**src/hdl/fcam_pkg.sv**
```systemverilog
package fcam_pkg;

   typedef enum logic [1:0] {
      OP_ENCODE = 2'd0,
      OP_DECODE = 2'd1,
      OP_ADD    = 2'd2,
      OP_MUL    = 2'd3
   } opcode_type;

   localparam logic [31:0] QNAN_WORD       = 32'h7FC0_0000;
   localparam logic [6:0]  FP8_MAG_MAX     = 7'h7F;
   localparam logic [1:0]  CSR_FORMAT_ADDR = 2'd0;
   localparam logic [4:0]  ALIGN_MAX       = 5'd27;

   typedef struct packed {
      logic              sign;
      logic              nan;
      logic              zero;
      logic signed [6:0] exp;
      logic [3:0]        sig;
   } fp8_dec_type;

   function automatic fp8_dec_type fp8_unpack(logic [7:0] code, logic fmt);
      fp8_dec_type d;
      d.sign = code[7];
      d.nan  = (code[6:0] == FP8_MAG_MAX);
      d.zero = (code == 8'h00);
      if (fmt) begin
         d.sig = {1'b1, code[1:0], 1'b0};
         d.exp = $signed({2'b00, code[6:2]}) - 7'sd15;
      end else begin
         d.sig = {1'b1, code[2:0]};
         d.exp = $signed({3'b000, code[6:3]}) - 7'sd7;
      end
      if (d.zero) begin
         d.sig = 4'd0;
      end
      return d;
   endfunction

   function automatic logic [31:0] fp8_to_word(logic [7:0] code, logic fmt);
      logic [31:0] w;
      if (code[6:0] == FP8_MAG_MAX) begin
         w = QNAN_WORD;
      end else if (code == 8'h00) begin
         w = 32'd0;
      end else if (fmt) begin
         w = {code[7], {3'b000, code[6:2]} + 8'd112, code[1:0], 21'd0};
      end else begin
         w = {code[7], {4'b0000, code[6:3]} + 8'd120, code[2:0], 20'd0};
      end
      return w;
   endfunction

   function automatic logic [7:0] word_to_fp8(logic [31:0] w, logic fmt);
      logic              s;
      logic [7:0]        fe;
      logic [22:0]       fr;
      logic signed [9:0] be0;
      logic signed [9:0] be1;
      logic signed [9:0] emax;
      logic [3:0]        q;
      logic [7:0]        r;
      s  = w[31];
      fe = w[30:23];
      fr = w[22:0];
      if (fmt) begin
         q    = {2'b00, fr[22:21]} + {3'b000, fr[20]};
         be0  = $signed({2'b00, fe}) - 10'sd112;
         emax = 10'sd31;
      end else begin
         q    = {1'b0, fr[22:20]} + {3'b000, fr[19]};
         be0  = $signed({2'b00, fe}) - 10'sd120;
         emax = 10'sd15;
      end
      be1 = be0;
      if ((fmt && q == 4'd4) || (!fmt && q == 4'd8)) begin
         q   = 4'd0;
         be1 = be0 + 10'sd1;
      end
      if (fe == 8'hFF) begin
         r = (fr != 23'd0) ? {1'b0, FP8_MAG_MAX} : {s, FP8_MAG_MAX};
      end else if (fe == 8'h00 || be0 < 10'sd0) begin
         r = 8'h00;
      end else if (be1 > emax) begin
         r = {s, FP8_MAG_MAX};
      end else if (fmt) begin
         r = {s, be1[4:0], q[1:0]};
      end else begin
         r = {s, be1[3:0], q[2:0]};
      end
      return r;
   endfunction

   function automatic logic [4:0] lead_pos(logic [31:0] x);
      logic [4:0] p;
      p = 5'd0;
      for (int i = 0; i < 32; i++) begin
         if (x[i]) begin
            p = 5'(i);
         end
      end
      return p;
   endfunction

   typedef struct packed {
      opcode_type        op;
      logic              fmt;
      logic [31:0]       pass;
      logic              nan;
      logic              sign_a;
      logic              sign_b;
      logic [3:0]        sig_a;
      logic [3:0]        sig_b;
      logic signed [6:0] exp_a;
      logic signed [6:0] exp_b;
      logic              eff_sub;
      logic              big_sign;
      logic [3:0]        big_sig;
      logic [3:0]        small_sig;
      logic signed [6:0] big_exp;
      logic [4:0]        shift;
   } s1_type;

   typedef struct packed {
      opcode_type        op;
      logic              fmt;
      logic [31:0]       pass;
      logic              nan;
      logic              sign;
      logic [31:0]       x;
      logic signed [7:0] base;
   } s2_type;

   typedef struct packed {
      logic        encode;
      logic        fmt;
      logic [31:0] word;
   } s3_type;

endpackage

```
**src/hdl/fp8_convert_add_multiply_unit.sv**
```systemverilog
// Pipeline: an accepted item passes through s1_ff, s2_ff, s3_ff and out_ff;
// out_ff drives rsp_result_word while rsp_valid is high; four register stages.
// Throughput: one item per cycle; a stall holds each stage only while the
// stage after it is full, so bubbles close up.
// Reset: synchronous, active high; clears all stage valid bits and sets the
// format register to E4M3.
module fp8_convert_add_multiply_unit (
   input  logic        clock,
   input  logic        reset,
   input  logic        req_valid,
   output logic        req_ready,
   input  logic [1:0]  req_opcode,
   input  logic [31:0] req_operand_a,
   input  logic [7:0]  req_operand_b,
   output logic        rsp_valid,
   input  logic        rsp_ready,
   output logic [31:0] rsp_result_word,
   input  logic        psel,
   input  logic        penable,
   input  logic        pwrite,
   input  logic [1:0]  paddr,
   input  logic [31:0] pwdata,
   output logic [31:0] prdata,
   output logic        pready
);
   import fcam_pkg::*;

   logic        fmt_ff;
   logic        v1_ff, v2_ff, v3_ff, v4_ff;
   logic        r1, r2, r3, r4;
   s1_type      s1_ff, s1_in;
   s2_type      s2_ff, s2_in;
   s3_type      s3_ff, s3_in;
   logic [31:0] out_ff, out_in;

   fp8_dec_type       da, db;
   logic              a_big;
   fp8_dec_type       big, small_op;
   logic signed [6:0] ediff;

   logic [31:0] big_sh;

   logic [4:0]        p;
   logic [31:0]       y;
   logic              rnd;
   logic [23:0]       mant_r;
   logic signed [9:0] expf;
   logic [31:0]       arith_word;

   assign pready = 1'b1;
   assign prdata = {31'd0, fmt_ff};

   always_ff @(posedge clock) begin
      if (reset) begin
         fmt_ff <= 1'b0;
      end else if (psel && penable && pwrite && paddr == CSR_FORMAT_ADDR) begin
         fmt_ff <= pwdata[0];
      end
   end

   assign r4        = !v4_ff || rsp_ready;
   assign r3        = !v3_ff || r4;
   assign r2        = !v2_ff || r3;
   assign r1        = !v1_ff || r2;
   assign req_ready = r1;
   assign rsp_valid = v4_ff;
   assign rsp_result_word = out_ff;

   // decode and order operands
   always_comb begin
      da    = fp8_unpack(req_operand_a[7:0], fmt_ff);
      db    = fp8_unpack(req_operand_b, fmt_ff);
      a_big = {req_operand_a[6:0], !da.zero} >= {req_operand_b[6:0], !db.zero};
      big      = a_big ? da : db;
      small_op = a_big ? db : da;
      ediff    = big.exp - small_op.exp;
      s1_in.op        = opcode_type'(req_opcode);
      s1_in.fmt       = fmt_ff;
      s1_in.pass      = (opcode_type'(req_opcode) == OP_ENCODE) ? req_operand_a
                        : fp8_to_word(req_operand_a[7:0], fmt_ff);
      s1_in.nan       = da.nan || db.nan;
      s1_in.sign_a    = da.sign;
      s1_in.sign_b    = db.sign;
      s1_in.sig_a     = da.sig;
      s1_in.sig_b     = db.sig;
      s1_in.exp_a     = da.exp;
      s1_in.exp_b     = db.exp;
      s1_in.eff_sub   = da.sign ^ db.sign;
      s1_in.big_sign  = big.sign;
      s1_in.big_sig   = big.sig;
      s1_in.small_sig = small_op.sig;
      s1_in.big_exp   = big.exp;
      s1_in.shift     = (ediff > $signed({2'b00, ALIGN_MAX})) ? ALIGN_MAX : ediff[4:0];
   end

   // align and add, or multiply
   always_comb begin
      big_sh      = {28'd0, s1_ff.big_sig} << s1_ff.shift;
      s2_in.op    = s1_ff.op;
      s2_in.fmt   = s1_ff.fmt;
      s2_in.pass  = s1_ff.pass;
      s2_in.nan   = s1_ff.nan;
      if (s1_ff.op == OP_MUL) begin
         s2_in.sign = s1_ff.sign_a ^ s1_ff.sign_b;
         s2_in.x    = {24'd0, {4'd0, s1_ff.sig_a} * {4'd0, s1_ff.sig_b}};
         s2_in.base = 8'(s1_ff.exp_a) + 8'(s1_ff.exp_b) - 8'sd6;
      end else begin
         s2_in.sign = s1_ff.big_sign;
         s2_in.x    = s1_ff.eff_sub ? big_sh - {28'd0, s1_ff.small_sig}
                                    : big_sh + {28'd0, s1_ff.small_sig};
         s2_in.base = 8'(s1_ff.big_exp) - 8'sd3 - $signed({3'b000, s1_ff.shift});
      end
   end

   // normalise and round to float32
   always_comb begin
      p      = lead_pos(s2_ff.x);
      y      = s2_ff.x << (~p);
      rnd    = y[7] && ((|y[6:0]) || y[8]);
      mant_r = {1'b0, y[30:8]} + {23'd0, rnd};
      expf   = $signed({5'd0, p}) + 10'(s2_ff.base) + 10'sd127
               + $signed({9'd0, mant_r[23]});
      if (s2_ff.nan) begin
         arith_word = QNAN_WORD;
      end else if (s2_ff.x == 32'd0) begin
         arith_word = 32'd0;
      end else begin
         arith_word = {s2_ff.sign, expf[7:0], mant_r[22:0]};
      end
      s3_in.encode = (s2_ff.op != OP_DECODE);
      s3_in.fmt    = s2_ff.fmt;
      s3_in.word   = (s2_ff.op == OP_ADD || s2_ff.op == OP_MUL) ? arith_word
                                                                : s2_ff.pass;
   end

   assign out_in = s3_ff.encode ? {24'd0, word_to_fp8(s3_ff.word, s3_ff.fmt)}
                                : s3_ff.word;

   always_ff @(posedge clock) begin
      if (reset) begin
         v1_ff <= 1'b0;
         v2_ff <= 1'b0;
         v3_ff <= 1'b0;
         v4_ff <= 1'b0;
      end else begin
         if (r1) begin
            v1_ff <= req_valid;
         end
         if (r2) begin
            v2_ff <= v1_ff;
         end
         if (r3) begin
            v3_ff <= v2_ff;
         end
         if (r4) begin
            v4_ff <= v3_ff;
         end
      end
   end

   always_ff @(posedge clock) begin
      if (r1 && req_valid) begin
         s1_ff <= s1_in;
      end
      if (r2 && v1_ff) begin
         s2_ff <= s2_in;
      end
      if (r3 && v2_ff) begin
         s3_ff <= s3_in;
      end
      if (r4 && v3_ff) begin
         out_ff <= out_in;
      end
   end

endmodule

```
**config.mk**
```make
export PLATFORM = sky130hd
export DESIGN_NAME = fp8_convert_add_multiply_unit
export DESIGN_NICKNAME = d
export VERILOG_FILES = /design/src/hdl/fcam_pkg.sv /design/src/hdl/fp8_convert_add_multiply_unit.sv
export SDC_FILE = /design/constraint.sdc
export NUM_CORES = 1
export LEC_CHECK = 0
export BUFFER_PORTS_ARGS = -buffer_cell sky130_fd_sc_hd__buf_2
export CAP_MARGIN = 30
export CORE_UTILIZATION = 57
export CTS_BUF_LIST = sky130_fd_sc_hd__clkbuf_4
export CTS_CLUSTER_SIZE = 40
export DETAILED_ROUTE_END_ITERATION = 7
export MAX_ROUTING_LAYER = met4
export PLACE_DENSITY = 0.87
export SYNTH_ARGS = -nofsm -noshare
export SYNTH_HDL_FRONTEND = slang
export SYNTH_SLANG_ARGS = --single-unit
export TNS_END_PERCENT = 10
```
**constraint.sdc**
```tcl
create_clock -name clock -period 10.25 [get_ports clock]
set_input_delay 0 -clock clock [delete_from_list [all_inputs] [get_ports clock]]
set_output_delay 0 -clock clock [all_outputs]
set_load 0.05 [all_outputs]
```
==> implementation parameters <==
Parameter                              Value

Status
  Status    complete, no violations

Power and ir drop
  Combinational group share of total power    39.0%
  Power Density    173.8 nW/µm²
  Clock share of power    24.6%
  Maximum ir drop on the vdd rail    85.67 µV
  Net switching power figure    1280 µW
  Relative contribution of sequential cells to total power    36.4%
  P_leak    0.007740 µW
  Total internal power    2018 µW
  Switching part of the total power    38.80%

Route
  DR iter-0 viols    1,509
  Number of optimization iterations in the first detailed-route pass    6
  DR WL/cell    20.96 µm
  Remaining number of nets flagged by the antenna check after routing    0
  Remaining routing DRC violations    0
  Vias per cell    6.274
  Total length of routed wires    48.99 mm
  Count of vias placed by the detailed router    14,662

Floorplan
  Core box area    29,010 µm²
  Horiz. Die Dim    174.8 µm
  Std cell rows    62
  I/O Pins    150
  Overall die area    30,540 µm²
  Floorplan die height    174.8 µm
  Starting Density    58.63%

Synthesis
  Post-synth EDFFs    222
  Top cells by area in the synthesized netlist    sky130_fd_sc_hd__edfxtp_1 39%, sky130_fd_sc_hd__ha_1 8.2%, sky130_fd_sc_hd__nor2_1 4.0%
  Flip-flop cell with the highest count after synthesis    sky130_fd_sc_hd__edfxtp_1
  Number of synthesis warnings    0
  Area share of the leading cell type in the synthesized netlist    39.19%
  Post-synthesis register bit count    227
  Share of synthesized area occupied by flip-flops and latches    39.78%
  Mean cell area of the mapped netlist    9.594 µm²
  Number of instances in the synthesized netlist    1,773
  Combined area of all synthesized cells    17,010 µm²
  Distinct cell type count of the synthesized netlist    103
  Library cell occupying the most area in the post-synthesis netlist    sky130_fd_sc_hd__edfxtp_1
  FFs w/ async S/R, synth    0%

CTS
  Clk_lat worst skew    0.77 ns
  Num Clock Sinks    227
  Root buffer selected by CTS    sky130_fd_sc_hd__clkbuf_4
  Clk slew on worst S/H paths    0.07 ns
  Clock tree from TritonCTS    done
  Maximum level of the CTS H-tree    2
  # resized after CTS    0
  Cts bufs inserted    55
  Maximum clock path buffer count    3

STA
  Total negative slack for setup checks    0 ns
  F_max    134.8 MHz
  Fraction of the cycle the final worst path needs    72.38%
  Final min period    7.419 ns
  Worst-Margin Slew    0.9815 ns
  Post-Route Hold Slack    0.04537 ns
  Worst setup skew after layout    0.09889 ns
  RSZ-0062 raised after global routing    false
  Max-slew headroom    34.57%
  Slew Limit Fails    0
  Final number of hold-violating endpoints    0
  Setup violations, final    0
  Worst setup slack after layout    2.831 ns

Worst setup path
  Critical Path End Type    register
  Worst setup startpoint    s2_ff[21]$_SDFFCE_PP0P_
  Category of the most critical setup path    register to register
  CP arrival    7.84 ns
  Critical register-to-register path startpoint    s2_ff[21]$_SDFFCE_PP0P_
  Critical Path Source Type    register
  Worst EP required    10.67 ns
  Critical-path maximum fanout    28
  Length in cells of the worst reg-to-reg path    24
  Register-to-register path setup slack    2.83 ns

Final layout
  Ratio of cells with drive above 1 in the final layout    13.58%
  Highest-count cells in the layout ignoring fill and taps    222 x sky130_fd_sc_hd__edfxtp_1, 182 x sky130_fd_sc_hd__nor2_1, 132 x sky130_fd_sc_hd__nand2_1
  Post-layout nets    2,118
  Number of standard cells in the final layout excluding fillers    2,337
  Synth-to-Final Area Change    11.57%
  Most common cell after layout, fill and taps aside    sky130_fd_sc_hd__edfxtp_1
  Fin area    18,980 µm²

Placed design
  Global placement routability congestion    0.9568
  Placed wire-length estimate    32.98 mm
  Port buffer count    86
  Cell area reported after detailed placement    17,590 µm²
  Worst setup timing slack at the placement stage    3.030 ns
  Dpl cells    2,178

Hold path
  HP Start    req_opcode[1]
  Number of stages on the worst hold path    2
  Worst hold path class    primary input to register

Global routing
  Congestion Overflow GR    0
  Initial antenna violation count    3
  Vias in the first global route    14,624
  GRT Overall Usage    33.03%
  Largest net degree at the start of global routing    80
  Global-route wire length before repair    76.88 mm

Run
  Maxcap violations    0
[flip-flops by register name (all words and copies together) (netlist names)]
register,count
fmt_ff,1
rsp_result_word,32
rsp_valid,1
s1_ff,79
s2_ff,77
s3_ff,34
v1_ff,1
v2_ff,1
v3_ff,1
[metal layers]
metal / part of all wire [%] / track usage, % / up-vias
li1: - / - / 6721
met1: 38 / 38.13 / 6924
met2: 49 / 54.78 / 777
met3: 6.7 / 4.330 / 240
met4: 6.2 / 20.18 / 0
met5: 0 / - / -
[worst paths after layout]
path                    endpoint
max          s3_ff[29]$_DFFE_PP_
min          s1_ff[81]$_DFFE_PP_
max reg2reg  s3_ff[29]$_DFFE_PP_
min reg2reg  s2_ff[55]$_DFFE_PP_
[through the flow]
step,total power (µW),utilization (%)
2_1_floorplan,2143,-
3_3_place_gp,2383,60.48
3_5_place_dp,2426,60.64
4_1_cts,3224,65.30
5_1_grt,3457,65.41
6_report,3298,65.41
[power by group through the flow]
| stage | sequential (µW) | clock [µW] | combinational (µW) |
|---|---|---|---|
| after floorplan | 1180 | 0 | 960 |
| after global placement | 1210 | 0 | 1170 |
| after detailed placement | 1220 | 0 | 1210 |
| after CTS | 1200 | 788 | 1240 |
| after global routing | 1210 | 855 | 1390 |
| final | 1200 | 811 | 1290 |
[logic make-up (layout without fill, tap and decap cells)]
logic type                 after synthesis  count (layout)  synth area share, %
and+or+nand+nor                        581             581                17.12
muxes                                   84              84                5.215
other                                    2              34              0.04415
adders and majority gates              121             121                9.297
DFF                                    227             227                39.78
AOI/OAI and AO/OA                      431             431                17.62
xor gates and xnor gates                81              81                4.171
buffers and inverters                  246             394                6.753
[cell usage after synthesis (all sizes together), types with 15 or more instances]
cell type,number
inv,134
o21ai,74
o211ai,39
nor3,31
a21oi,107
nand2b,28
xnor2,47
mux2i,62
mux2,21
clkbuf,47
nand3,43
edfxtp,222
xor2,34
a31oi,15
o2111ai,16
ha,112
nand2,133
buf,63
a211oi,19
o22ai,21
nor2b,39
and2,38
nor2,186
nor4,20
a21o,26
[repair_timing]
item                                   in CTS  in global routing
setup buffers                               0                  0
endpoints found under the hold margin      76                  0
hold buffers                               62                  0
[critical path, cell delays in order, from the launching register on]
cell and delay, ns:
sky130_fd_sc_hd__edfxtp_1 0.50, sky130_fd_sc_hd__nor3b_1 0.20, sky130_fd_sc_hd__nor4_2 0.63, sky130_fd_sc_hd__nand3_4 0.22, sky130_fd_sc_hd__o21ai_4 0.74, sky130_fd_sc_hd__inv_4 0.32
sky130_fd_sc_hd__o211ai_1 0.58, sky130_fd_sc_hd__o211ai_1 0.16, sky130_fd_sc_hd__a21oi_1 0.29, sky130_fd_sc_hd__o32ai_1 0.21, sky130_fd_sc_hd__a211oi_2 0.37, sky130_fd_sc_hd__nand3b_2 0.17
sky130_fd_sc_hd__nor2_1 0.19, sky130_fd_sc_hd__or4b_1 0.51, sky130_fd_sc_hd__ha_1 0.30, sky130_fd_sc_hd__inv_1 0.04, sky130_fd_sc_hd__ha_1 0.20, sky130_fd_sc_hd__fa_1 0.41
sky130_fd_sc_hd__a21o_1 0.17, sky130_fd_sc_hd__a21o_1 0.19, sky130_fd_sc_hd__a21o_1 0.18, sky130_fd_sc_hd__a21oi_1 0.17, sky130_fd_sc_hd__xnor2_1 0.09, sky130_fd_sc_hd__a21oi_1 0.21
sky130_fd_sc_hd__nor2_1 0.07
[final cells by class]
type	count	area [µm²]
timing repair buffer	164	1224
clock inverter	13	123.9
inverter	136	526.8
fill	2112	10030
tap	384	480.5
multi-input combinational	1330	9244
sequential	227	6766
clock buffer	81	608.1
antenna	2	5.005
(Power assumes the default switching activity.)
